**config.mk**
```make
export PLATFORM = sky130hd
export DESIGN_NAME = english_huffman_text_decoder
export DESIGN_NICKNAME = d
export VERILOG_FILES = /design/src/hw/rtl/ehtd_pkg.sv /design/src/hw/rtl/ehtd_ram.sv /design/src/hw/rtl/english_huffman_text_decoder.sv
export SDC_FILE = /design/constraint.sdc
export NUM_CORES = 1
export LEC_CHECK = 0
export BUFFER_PORTS_ARGS = -buffer_cell sky130_fd_sc_hd__clkbuf_2
export CAP_MARGIN = 25
export CORE_MARGIN = 2
export CORE_UTILIZATION = 60
export DETAILED_ROUTE_END_ITERATION = 6
export PLACE_DENSITY = 0.78
export SYNTH_ARGS = -nofsm -noshare
export SYNTH_HDL_FRONTEND = slang
export SYNTH_HIERARCHICAL = 1
export SYNTH_SLANG_ARGS = --single-unit
```
**constraint.sdc**
```tcl
create_clock -name clk -period 3.42 [get_ports clk]
set_input_delay 0 -clock clk [delete_from_list [all_inputs] [get_ports clk]]
set_output_delay 0 -clock clk [all_outputs]
set_load 0.03 [all_outputs]
```
**src/hw/rtl/ehtd_pkg.sv**
```systemverilog
// Package for the English Huffman text decoder: state encoding, stored state word,
// the constant code tree and related constants. No dependencies.
`timescale 1ns / 1ps

package ehtd_pkg;

    localparam int unsigned MAX_MESSAGE_LEN = 127;
    localparam int unsigned NODE_COUNT      = 26;
    localparam int unsigned NODE_W          = 5;
    localparam int unsigned POS_W           = 6;
    localparam int unsigned CNT_W           = 7;
    localparam int unsigned SYM_W           = 7;
    localparam int unsigned COUNT_SAT       = 127;

    // Depth of the stored decoder state (a single entry)
    localparam int unsigned STATE_DEPTH = 1;
    localparam int unsigned STATE_AW    = 1;

    localparam logic [7:0] LEAF = 8'h80;

    typedef enum logic [2:0] {
        S_IDLE,
        S_LOAD,
        S_WALK,
        S_FLUSH,
        S_STORE
    } state_t;

    typedef struct packed {
        logic [POS_W-1:0] pos;
        logic [CNT_W-1:0] cnt;
    } state_word_t;

    // Child of an internal node for one code bit: internal node number,
    // or LEAF plus the leaf character.
    function automatic logic [7:0] tree_child(input logic [NODE_W-1:0] node,
                                              input logic bit_val);
        logic [7:0] c0;
        logic [7:0] c1;
        begin
            unique case (node)
                5'd0:    begin c0 = 8'd20;          c1 = 8'd1;          end
                5'd1:    begin c0 = 8'd14;          c1 = 8'd2;          end
                5'd2:    begin c0 = 8'd12;          c1 = 8'd3;          end
                5'd3:    begin c0 = LEAF | 8'("t"); c1 = 8'd4;          end
                5'd4:    begin c0 = 8'd6;           c1 = 8'd5;          end
                5'd5:    begin c0 = LEAF | 8'("w"); c1 = LEAF | 8'("m"); end
                5'd6:    begin c0 = 8'd7;           c1 = LEAF | 8'("f"); end
                5'd7:    begin c0 = LEAF | 8'("v"); c1 = 8'd8;          end
                5'd8:    begin c0 = 8'd9;           c1 = LEAF | 8'("k"); end
                5'd9:    begin c0 = 8'd11;          c1 = 8'd10;         end
                5'd10:   begin c0 = LEAF | 8'("x"); c1 = LEAF | 8'("j"); end
                5'd11:   begin c0 = LEAF | 8'("z"); c1 = LEAF | 8'("q"); end
                5'd12:   begin c0 = LEAF | 8'("a"); c1 = 8'd13;         end
                5'd13:   begin c0 = LEAF | 8'("l"); c1 = LEAF | 8'("d"); end
                5'd14:   begin c0 = 8'd19;          c1 = 8'd15;         end
                5'd15:   begin c0 = 8'd16;          c1 = LEAF | 8'("o"); end
                5'd16:   begin c0 = 8'd18;          c1 = 8'd17;         end
                5'd17:   begin c0 = LEAF | 8'("y"); c1 = LEAF | 8'("g"); end
                5'd18:   begin c0 = LEAF | 8'("b"); c1 = LEAF | 8'("p"); end
                5'd19:   begin c0 = LEAF | 8'("n"); c1 = LEAF | 8'("i"); end
                5'd20:   begin c0 = 8'd22;          c1 = 8'd21;         end
                5'd21:   begin c0 = LEAF | 8'("e"); c1 = LEAF | 8'(" "); end
                5'd22:   begin c0 = 8'd24;          c1 = 8'd23;         end
                5'd23:   begin c0 = LEAF | 8'("h"); c1 = LEAF | 8'("s"); end
                5'd24:   begin c0 = 8'd25;          c1 = LEAF | 8'("r"); end
                5'd25:   begin c0 = LEAF | 8'("u"); c1 = LEAF | 8'("c"); end
                default: begin c0 = 8'd20;          c1 = 8'd1;          end
            endcase
            return bit_val ? c1 : c0;
        end
    endfunction

endpackage

```
**src/hw/rtl/ehtd_ram.sv**
```systemverilog
// Generic single-port-write, single-port-read RAM with registered read data.
// No dependencies.
`timescale 1ns / 1ps

module ehtd_ram #(
    parameter int unsigned WIDTH = 8,
    parameter int unsigned DEPTH = 16
) (
    input  logic                                    clk,
    input  logic                                    wr_en,
    input  logic [((DEPTH > 1) ? $clog2(DEPTH) : 1)-1:0] wr_addr,
    input  logic [WIDTH-1:0]                        wr_data,
    input  logic                                    rd_en,
    input  logic [((DEPTH > 1) ? $clog2(DEPTH) : 1)-1:0] rd_addr,
    output logic [WIDTH-1:0]                        rd_data
);

    logic [WIDTH-1:0] mem [DEPTH];

    always_ff @(posedge clk)
    begin
        if (wr_en)
        begin
            mem[wr_addr] <= wr_data;
        end
        if (rd_en)
        begin
            rd_data <= mem[rd_addr];
        end
    end

endmodule

```
**src/hw/rtl/english_huffman_text_decoder.sv**
```systemverilog
// Sequence: the accepting cycle reads the stored state, then load, a walk of one code bit
// per cycle (held while a found character cannot leave, ended early at the limit), flush
// and store; the last character of a byte leaves at flush, earlier ones as soon as the
// next leaf is found. A new byte is taken only in idle (in_stall is high in every other
// state); a byte dropped at the limit goes from load straight to store.
// Reset: asynchronous, active low; stored entry marked empty (next load: root, count zero).
`timescale 1ns / 1ps

module english_huffman_text_decoder (
    input  logic                          clk,
    input  logic                          rst_n,
    input  logic                          in_valid,
    output logic                          in_stall,
    input  logic [7:0]                    code_byte,
    input  logic                          first_byte,
    input  logic [6:0]                    char_limit,
    output logic                          out_valid,
    input  logic                          out_stall,
    output logic [ehtd_pkg::SYM_W-1:0]    symbol,
    output logic                          last_of_item
);

    import ehtd_pkg::*;

    // Control state
    state_t            state_reg, state_next;
    logic [2:0]        bit_idx_reg, bit_idx_next;
    logic              pend_valid_reg, pend_valid_next;
    logic              out_valid_reg, out_valid_next;
    logic              word_valid_reg, word_valid_next;

    // Payload / working registers
    logic [7:0]        byte_reg, byte_next;
    logic              first_reg, first_next;
    logic [CNT_W-1:0]  lim_reg, lim_next;
    logic [NODE_W-1:0] pos_reg, pos_next;
    logic [CNT_W-1:0]  cnt_reg, cnt_next;
    logic [SYM_W-1:0]  pend_sym_reg, pend_sym_next;
    logic [SYM_W-1:0]  out_sym_reg, out_sym_next;
    logic              out_last_reg, out_last_next;

    // State memory ports
    logic              ram_wr_en;
    logic              ram_rd_en;
    state_word_t       ram_wr_word;
    logic [$bits(state_word_t)-1:0] ram_rd_data;
    state_word_t       load_word;

    logic              in_take;
    logic              out_take;
    logic              can_push;
    logic [7:0]        child;
    logic [CNT_W-1:0]  cnt_inc;

    ehtd_ram #(
        .WIDTH ($bits(state_word_t)),
        .DEPTH (STATE_DEPTH)
    ) u_state_ram (
        .clk     (clk),
        .wr_en   (ram_wr_en),
        .wr_addr (STATE_AW'(0)),
        .wr_data (ram_wr_word),
        .rd_en   (ram_rd_en),
        .rd_addr (STATE_AW'(0)),
        .rd_data (ram_rd_data)
    );

    assign in_stall     = (state_reg != S_IDLE);
    assign in_take      = in_valid && !in_stall;
    assign out_valid    = out_valid_reg;
    assign symbol       = out_sym_reg;
    assign last_of_item = out_last_reg;
    assign out_take     = out_valid_reg && !out_stall;
    // Output register can take a new character this cycle
    assign can_push     = !out_valid_reg || out_take;

    assign child   = tree_child(pos_reg, byte_reg[bit_idx_reg]);
    assign cnt_inc = (cnt_reg < CNT_W'(COUNT_SAT)) ? cnt_reg + 1'b1 : cnt_reg;

    always_comb
    begin
        state_next      = state_reg;
        bit_idx_next    = bit_idx_reg;
        pend_valid_next = pend_valid_reg;
        out_valid_next  = out_valid_reg && !out_take;
        word_valid_next = word_valid_reg;
        byte_next       = byte_reg;
        first_next      = first_reg;
        lim_next        = lim_reg;
        pos_next        = pos_reg;
        cnt_next        = cnt_reg;
        pend_sym_next   = pend_sym_reg;
        out_sym_next    = out_sym_reg;
        out_last_next   = out_last_reg;
        ram_wr_en       = 1'b0;
        ram_rd_en       = 1'b0;
        ram_wr_word.pos = POS_W'(pos_reg);
        ram_wr_word.cnt = cnt_reg;

        // An empty entry (never written since reset) or a restart reads as root, zero
        load_word = state_word_t'(ram_rd_data);
        if (!word_valid_reg || first_reg)
        begin
            load_word = '0;
        end

        unique case (state_reg)
            S_IDLE:
            begin
                if (in_take)
                begin
                    byte_next  = code_byte;
                    first_next = first_byte;
                    // Clamp the limit to the longest message supported
                    if (8'(char_limit) > 8'(MAX_MESSAGE_LEN))
                    begin
                        lim_next = CNT_W'(MAX_MESSAGE_LEN);
                    end
                    else
                    begin
                        lim_next = char_limit;
                    end
                    ram_rd_en  = 1'b1;
                    state_next = S_LOAD;
                end
            end

            S_LOAD:
            begin
                // Treat an unused node number as the root
                if (load_word.pos >= POS_W'(NODE_COUNT))
                begin
                    pos_next = '0;
                end
                else
                begin
                    pos_next = NODE_W'(load_word.pos);
                end
                cnt_next        = load_word.cnt;
                pend_valid_next = 1'b0;
                bit_idx_next    = 3'd7;
                // Limit already reached: drop the byte, keep the walk where it is
                if (load_word.cnt >= lim_reg)
                begin
                    state_next = S_STORE;
                end
                else
                begin
                    state_next = S_WALK;
                end
            end

            S_WALK:
            begin
                if (child[7])
                begin
                    // Hold while the previous character cannot leave yet
                    if (!pend_valid_reg || can_push)
                    begin
                        if (pend_valid_reg)
                        begin
                            out_valid_next = 1'b1;
                            out_sym_next   = pend_sym_reg;
                            out_last_next  = 1'b0;
                        end
                        pend_valid_next = 1'b1;
                        pend_sym_next   = child[SYM_W-1:0];
                        pos_next        = '0;
                        cnt_next        = cnt_inc;
                        // Stop at the end of the byte or once the limit is hit
                        if (cnt_inc >= lim_reg || bit_idx_reg == 3'd0)
                        begin
                            state_next = S_FLUSH;
                        end
                        else
                        begin
                            bit_idx_next = bit_idx_reg - 1'b1;
                        end
                    end
                end
                else
                begin
                    pos_next = child[NODE_W-1:0];
                    if (bit_idx_reg == 3'd0)
                    begin
                        state_next = S_FLUSH;
                    end
                    else
                    begin
                        bit_idx_next = bit_idx_reg - 1'b1;
                    end
                end
            end

            S_FLUSH:
            begin
                // Release the held character as the last one of this byte
                if (pend_valid_reg)
                begin
                    if (can_push)
                    begin
                        out_valid_next  = 1'b1;
                        out_sym_next    = pend_sym_reg;
                        out_last_next   = 1'b1;
                        pend_valid_next = 1'b0;
                        state_next      = S_STORE;
                    end
                end
                else
                begin
                    state_next = S_STORE;
                end
            end

            S_STORE:
            begin
                ram_wr_en       = 1'b1;
                word_valid_next = 1'b1;
                state_next      = S_IDLE;
            end

            default:
            begin
                state_next = S_IDLE;
            end
        endcase
    end

    always_ff @(posedge clk or negedge rst_n)
    begin
        if (!rst_n)
        begin
            state_reg      <= S_IDLE;
            bit_idx_reg    <= '0;
            pend_valid_reg <= 1'b0;
            out_valid_reg  <= 1'b0;
            word_valid_reg <= 1'b0;
        end
        else
        begin
            state_reg      <= state_next;
            bit_idx_reg    <= bit_idx_next;
            pend_valid_reg <= pend_valid_next;
            out_valid_reg  <= out_valid_next;
            word_valid_reg <= word_valid_next;
        end
    end

    always_ff @(posedge clk)
    begin
        byte_reg     <= byte_next;
        first_reg    <= first_next;
        lim_reg      <= lim_next;
        pos_reg      <= pos_next;
        cnt_reg      <= cnt_next;
        pend_sym_reg <= pend_sym_next;
        out_sym_reg  <= out_sym_next;
        out_last_reg <= out_last_next;
    end

endmodule
```
==> Yosys cells after proc, flatten, opt, wreduce, memory -nomap -nowiden <==
Memories as Yosys holds them, arrays and structs flattened. A register that Yosys moved wholly into a read port is not among the register bits.
Index checks and enable logic that the tools add are counted.
Widths: inputs -> output; s select.
{ "word_totals": {"ramBits": 12, "input_bits": 20, "word_cells": 121, "mem_count": 2, "reg_bits": 65, "output_inout_bits": 10, "rom_bits": 512} }
{ "op_classes": {"eq_ne": 16, "n_mux": 55, "order_cmp": 5, "add_sub_neg": 2, "n_reduce_logical": 27} }
{ "mem_list": {"columns": ["memory", "words", "width", "rd", "rd_ports_with_merged_regs", "write_ports", "line", "rtl"], "rows": [
  ["(no name shown)", 32, 16, 1, 1, 0, "ehtd_pkg.sv:41", "unique case (node)"],
  ["u_state_ram.mem", 1, 12, 1, 1, 1, "ehtd_ram.sv:18", "logic [WIDTH-1:0] mem [DEPTH];"]
]} }
{ "ops": {"columns": ["cell", "count"], "rows": [
  ["$mux 7", 8],
  ["$mux 3", 12],
  ["$pmux 7 s2", 2],
  ["$mux 1", 20],
  ["$mux 5", 4],
  ["$ne 3x3->1 const B", 6],
  ["$ge 7x7->1", 2],
  ["$mux 13", 1],
  ["$ne 2x2->1 const B", 6],
  ["$pmux 3 s4", 1],
  ["$pmux 5 s2", 1],
  ["$reduce_and 3->1", 3],
  ["$mux 8", 1],
  ["$add 7x1->7 const B", 1],
  ["$lt 7x7->1 const B", 1],
  ["$eq 3x2->1 const B", 2],
  ["$ge 6x5->1 const B", 1],
  ["$logic_not 1->1", 6],
  ["$logic_not 3->1", 2],
  ["$pmux 3 s2", 1],
  ["$reduce_and 6->1", 1],
  ["$reduce_bool 3->1", 2],
  ["$reduce_and 5->1", 1],
  ["$logic_or 1x1->1", 4],
  ["other kinds (11)", 16]
]} }

==> Longest topological paths before layout <==
Gate-level depths: netlist of run 1.
{ "depth": {"depth_word": 8, "ltp_mapped": 14, "depth_no_buf": 13} }

==> By module <==
Netlist of run 1, hierarchy kept.
{ "modules_own_cells": {"columns": ["module", "area_per_inst_um2", "n_inst", "cells_per_inst", "seq_area_each_um2"], "rows": [
  ["english_huffman_text_decoder", 3834.9, 1, 379, 1776.7],
  ["ehtd_ram", 780.7, 1, 26, 780.7]
]} }

==> Worst setup path after synthesis of run 1 <==
No wires, ideal clock.
{ "synth_path": {"kind": "register to register", "start": "reg bit_idx_reg[0]", "end": "reg (tool-made name)", "t_required_ns": 3.293, "setup_slack_ns": 0.261, "n_path_buf": 2, "period_less_slack_ns": 3.159, "path_stages_with_launch": 14, "setup_time_ns": 0.127, "t_arrival_ns": 3.032, "path_cell_list": "dfrtp_1 -> mux4_2 -> mux2_2 -> buf_2 -> mux2i_1 -> a21oi_2 -> inv_2 -> mux2_4 -> inv_4 -> buf_4 -> ha_1 -> o21ai_0 -> a21oi_1 -> or3_1"} }
{ "synth_lines": {"columns": ["item", "line", "rtl"], "rows": [
  ["from (decl)", "english_huffman_text_decoder.sv:27", "logic [2:0] bit_idx_reg, bit_idx_next;"],
  ["from (signal assigned)", "english_huffman_text_decoder.sv:242", "bit_idx_reg <= bit_idx_next;"]
]} }

==> impl_metrics.ini, run 1 <==
[clock_network]
path_clk_slew_ns = 0.09
root_buffer = clkbuf_8
clock-sinks = 91
insertion_delay_ns = 0.36
cts_tree = yes
cts_buffers = 9
htreeDepth = 3
clockBufferDepth = 2

[critical_path]
path_buf_inv = 3
reg2reg_depth = 11
path_max_fanout = 19
cp_common_cell = buf_4
crit_arrival_ns = 3.52
critPathLaunchType = register
path_cells = mux4_2 > mux2_4 > nor2_1 > or3_4 > clkinv_2 > buf_4 > mux2i_2 > buf_4 > a221oi_1 > o32ai_1 > o21bai_1
slowest_delay_ns = 0.56
path_depth = 11
cp-end-kind = register
crit_family = multiplexers
crit_type = register to register
cp.required_ns = 3.67
slowest_stage = mux4_2

[timing]
min_period_ns = 3.27
fin_worst_skew_ns = 0.0114
final-hold-violation-count = 0
rsz0062_at_grt = false
fin_ws_ns = 0.146
slew_viol_final = 0
maxSlewHeadroom = 0.604
fmax_mhz = 305
hold_slack_ns = 0.0411
tightest_slew_ns = 0.591
fin_crit_sh = 0.957
setup_violations = 0
timing.setup.tns_ns = 0

[power]
p_clk_frac = 0.126
total_power_mw = 5.80
p_per_area_nw_per_um2 = 1080
switching_power_mw = 2.51
power_frac_seq = 0.337
peakVddDrop_mv = 0.984
combinationalPowerShare = 0.537
swShare = 0.433
p_int_mw = 3.29
leakage_nw = 2.20

[yosys]
yosysTopAreaCell = edfxtp_1
synthMuxAreaShare = 0.0691
yosysSeqAreaShare = 0.554
synth_top_family_by_area = simple AND/OR/NAND/NOR gates
synth_cell_type_count = 65
synth_compound_area_frac = 0.119
async_flop_share = 0.0989
synth_top_cells_by_count = edfxtp_1 (69), nand2_1 (52), nor2_1 (26)
ys_ff_latch = 91
synth_edf_count = 69
synth_fa_ha_area_frac = 0.0678
synthesis.area_um2 = 4620
synth.most_common_cell = edfxtp_1
synth.area.top_cells = edfxtp_1 (45%), ha_1 (6.8%), dfxtp_1 (5.6%)
synth_top_area_frac = 0.449
synthXorXnorAreaFrac = 0.00949
synth_ff_type = edfxtp_1
avgSynthCellArea_um2 = 11.4
synthCells = 405
yosysWarningCount = 6
synth_nets = 450
synth-simple-area-share = 0.147

[final_layout]
fin_cells = 574
area_growth_pct = 16.9
final_util = 0.732
multi_input_area_um2 = 1950
final_nets = 515
final_area_um2 = 5400
final-seq-area_um2 = 2560
drive_above_1_share = 0.206
num_antenna_cells = 0
num-fill-cells = 522

[placed_design]
place_congestion = 0.866
place_hpwl_um = 7290
placement.io_buffers = 29
placed_area_um2 = 4980
dp_cells = 539
pre_cts_ws_ns = 0.0914

[global_route]
antenna_found_initial = 0
grt_max_degree = 30
track_usage = 0.262
first_global_vias = 3402
overflow = 0
grt_pass1_wl_um = 17200

[detailed_routing]
viasPerCell = 5.97
drt_first_iter_violations = 273
vias = 3427
wl_per_cell_um = 18.3
drcViolationCount = 0
detailedRoute.firstPassIterationCount = 5
ant_nets = 0
wirelength_um = 10500

[die]
io_pins = 30
dieHeight_um = 91.7
initial_core_util = 0.626
core_area_um2 = 7370
die_area_um2 = 8410
row_count = 31
die_width_um = 91.7

[run_status]
status = finished, final reports clean

[min_path]
hold_path.class = input pin to async pin

[run]
drv_cap = 0
-- layout by cell type (no fill, tap or decap), drive strengths merged, types with 14 or more instances in the layout --
cell type	instances
nand2	52
mux2	14
a21oi	19
o21ai	17
buf	20
ha	25
edfxtp	69
dlygate4sd3	18
inv	23
nor2	26
clkbuf	39
-- cell families (layout without fill, tap and decap cells) --
kind of cell / count (synthesis) / in the layout
DFF: 91 / 91
AOI/OAI and AO/OA: 82 / 82
xor gates and xnor gates: 5 / 5
and+or+nand+nor: 139 / 139
muxes: 26 / 27
buffers and inverters: 36 / 105
other: 1 / 1
adders and majority gates: 25 / 25
-- metal layers --
metal  share of wire  GRT usage  vias up
li1                -          -     1614
met1            0.45      0.382     1659
met2            0.47      0.407      132
met3           0.063     0.0452       22
met4           0.015     0.0771        0
met5               0          0        -
-- worst register-to-register path: cells and delay by family, from the launching register on --
kind                   cells  cell delay [ns]
AND/OR/NAND/NOR            2             0.39
flip-flops                 1             0.41
AO/OA/AOI/OAI              3             0.67
buffers and inverters      3             0.57
multiplexers               3             1.12
-- power groups by stage --
stage | Sequential, mW | Clock (mW) | Combinational, mW
2_1_floorplan | 1.89 | 0 | 2.15
4_1_cts | 1.94 | 0.744 | 2.98
3_5_place_dp | 1.96 | 0 | 2.94
5_1_grt | 1.99 | 0.785 | 3.45
6_report | 1.95 | 0.731 | 3.12
3_3_place_gp | 1.94 | 0 | 2.90
-- cell type report --
class | count | area share
timing repair buffer | 67 | 0.0888
clock inverter | 6 | 0.0134
tap | 99 | 0.0230
clock buffer | 10 | 0.0236
inverter | 22 | 0.0160
multi-input combinational | 279 | 0.361
sequential | 91 | 0.474
-- worst paths after layout --
path / start / endpoint / slack [ns]
worst max-delay path: bit_idx_reg[0] / register / 0.15
worst min-delay path: rst_n / state_reg[0] / 0.04
worst max register to register: bit_idx_reg[0] / register / 0.15
worst min register to register: pend_sym_reg[0] / symbol[0] / 0.41
max in group asynchronous: rst_n / bit_idx_reg[0] / 3.13
min in group clk: in_valid / state_reg[0] / 0.10
-- timing repair --
item | CTS | global route
hold endpoints to repair | 26 | 0
hold buffers | 18 | 0
setup buffers | 0 | 0
endpoints found under the setup margin | 0 | 14
resized for setup | 0 | 8
(Power assumes the default switching activity.)
==> inputs of run 2 (changes only) <==
--- a/config.mk
+++ b/config.mk
@@ -5,12 +5,12 @@
 export SDC_FILE = /design/constraint.sdc
 export NUM_CORES = 1
 export LEC_CHECK = 0
-export BUFFER_PORTS_ARGS = -buffer_cell sky130_fd_sc_hd__clkbuf_2
+export BUFFER_PORTS_ARGS = -buffer_cell sky130_fd_sc_hd__buf_2
 export CAP_MARGIN = 25
 export CORE_MARGIN = 2
-export CORE_UTILIZATION = 60
+export CORE_UTILIZATION = 35
 export DETAILED_ROUTE_END_ITERATION = 6
-export PLACE_DENSITY = 0.78
+export PLACE_DENSITY_LB_ADDON = 0.05
 export SYNTH_ARGS = -nofsm -noshare
 export SYNTH_HDL_FRONTEND = slang
 export SYNTH_HIERARCHICAL = 1
==> impl_metrics.ini, run 2 (synthesized netlist as in run 1, its figures left out) <==
[detailed_routing]
wirelength_um = 10600
wl_per_cell_um = 16.3
detailedRoute.firstPassIterationCount = 4
drcViolationCount = 0
vias = 3222
ant_nets = 0
viasPerCell = 4.93
drt_first_iter_violations = 342

[timing]
timing.setup.tns_ns = 0
slew_viol_final = 0
tightest_slew_ns = 0.517
fin_crit_sh = 0.949
maxSlewHeadroom = 0.654
final-hold-violation-count = 0
setup_violations = 0
hold_slack_ns = 0.0528
min_period_ns = 3.25
fin_worst_skew_ns = 0.00722
fmax_mhz = 308
rsz0062_at_grt = false

[clock_network]
htreeDepth = 3
root_buffer = clkbuf_16
clock-sinks = 91
cts_buffers = 9
clockBufferDepth = 2
insertion_delay_ns = 0.34
cts_tree = yes
path_clk_slew_ns = 0.07

[critical_path]
path_buf_inv = 2
cp_common_cell = a21oi_1
cp-end-kind = register
slowest_stage = mux4_2
r2r_setup_slack_ns = 0.17
critPathLaunch = bit_idx_reg[0]
r2r_start = bit_idx_reg[0]
path_max_fanout = 12
crit_family = multiplexers
cp.required_ns = 3.65
critPathLaunchType = register
reg2reg_depth = 11
crit_type = register to register
crit_arrival_ns = 3.47
path_cells = mux4_2 > mux2i_1 > nor2_1 > or3_4 > clkinv_2 > mux2i_2 > inv_1 > ha_1 > a21oi_1 > a21oi_1 > or3_1
slowest_delay_ns = 0.53

[placed_design]
placement.io_buffers = 29
place_hpwl_um = 7690
place_congestion = 0.847
dp_cells = 617
placed_area_um2 = 5110

[global_route]
first_global_vias = 3247
met1_usage = 0.234
grt_pass1_wl_um = 17500
busiest_layer = met2
use_met3 = 0.0354
track_usage = 0.160
grt_max_degree = 30
overflow = 0
antenna_found_initial = 0
use_met2 = 0.239

[final_layout]
area_growth_pct = 21.5
final_util = 0.441
final_area_um2 = 5610
fin_cells = 653
drive_above_1_share = 0.214
final_cell_mix = edfxtp_1 (69), nand2_1 (52), buf_2 (29)
layout_commonest_cell = edfxtp_1
num_antenna_cells = 0
final_nets = 521

[power]
p_int_mw = 3.50
combinationalPowerShare = 0.520
swShare = 0.417
peakVddDrop_mv = 0.527
p_clk_frac = 0.156
p_per_area_nw_per_um2 = 1070
switching_power_mw = 2.51
power_frac_seq = 0.324
leakage_nw = 2.27

[min_path]
hold_path.class = input pin to async pin

[die]
row_count = 41
dieHeight_um = 119
die_area_um2 = 14100
io_pins = 30
die_width_um = 119
core_area_um2 = 12700
initial_core_util = 0.363

[run_status]
status = finished, final reports clean

[run]
drv_cap = 0
run 2: worst max path at each step:
| stage | endpoint | depth (start not counted) |
|---|---|---|
| after floorplan | register | 13 |
| after global placement | register | 10 |
| after detailed placement | register | 11 |
| after CTS | register | 11 |
| after global routing | register | 10 |
| final | register | 11 |
run 2: cell type report:
type	count	area [um^2]
Tap cell	172	215
Sequential cell	91	2560
Clock buffer	9	225
Fill cell	1242	7110
Timing Repair Buffer	74	544
Inverter	22	86.3
Clock inverter	7	53.8
Multi-Input combinational cell	278	1930
run 2: what timing repair did:
item / in CTS / in global routing
endpoints found under the setup margin: 0 / 9
hold endpoints to repair: 26 / 0
resized for setup: 0 / 4
hold buffers: 18 / 0
buffers inserted: 0 / 2
run 2: metrics by stage:
step                worst slack, ns  total power [mW]
floorplan                     0.261              4.04
global placement              0.177              5.04
detailed placement           0.0984              4.98
CTS                          0.0773              5.96
global route                0.00501              6.48
finish                        0.174              6.01
run 2: power groups by stage:
stage / sequential, mW / combinational, mW / clock (mW)
after CTS: 1.96 / 3.04 / 0.964
after global placement: 1.98 / 3.07 / 0
after global routing: 1.99 / 3.47 / 1.01
after detailed placement: 1.98 / 3.01 / 0
after floorplan: 1.89 / 2.15 / 0
final: 1.95 / 3.13 / 0.935
run 2: routing by layer:
metal	part of all wire	vias to the layer above
met2	0.45	50
met4	0.0067	0
met3	0.033	6
met5	0	-
met1	0.51	1535
li1	-	1631
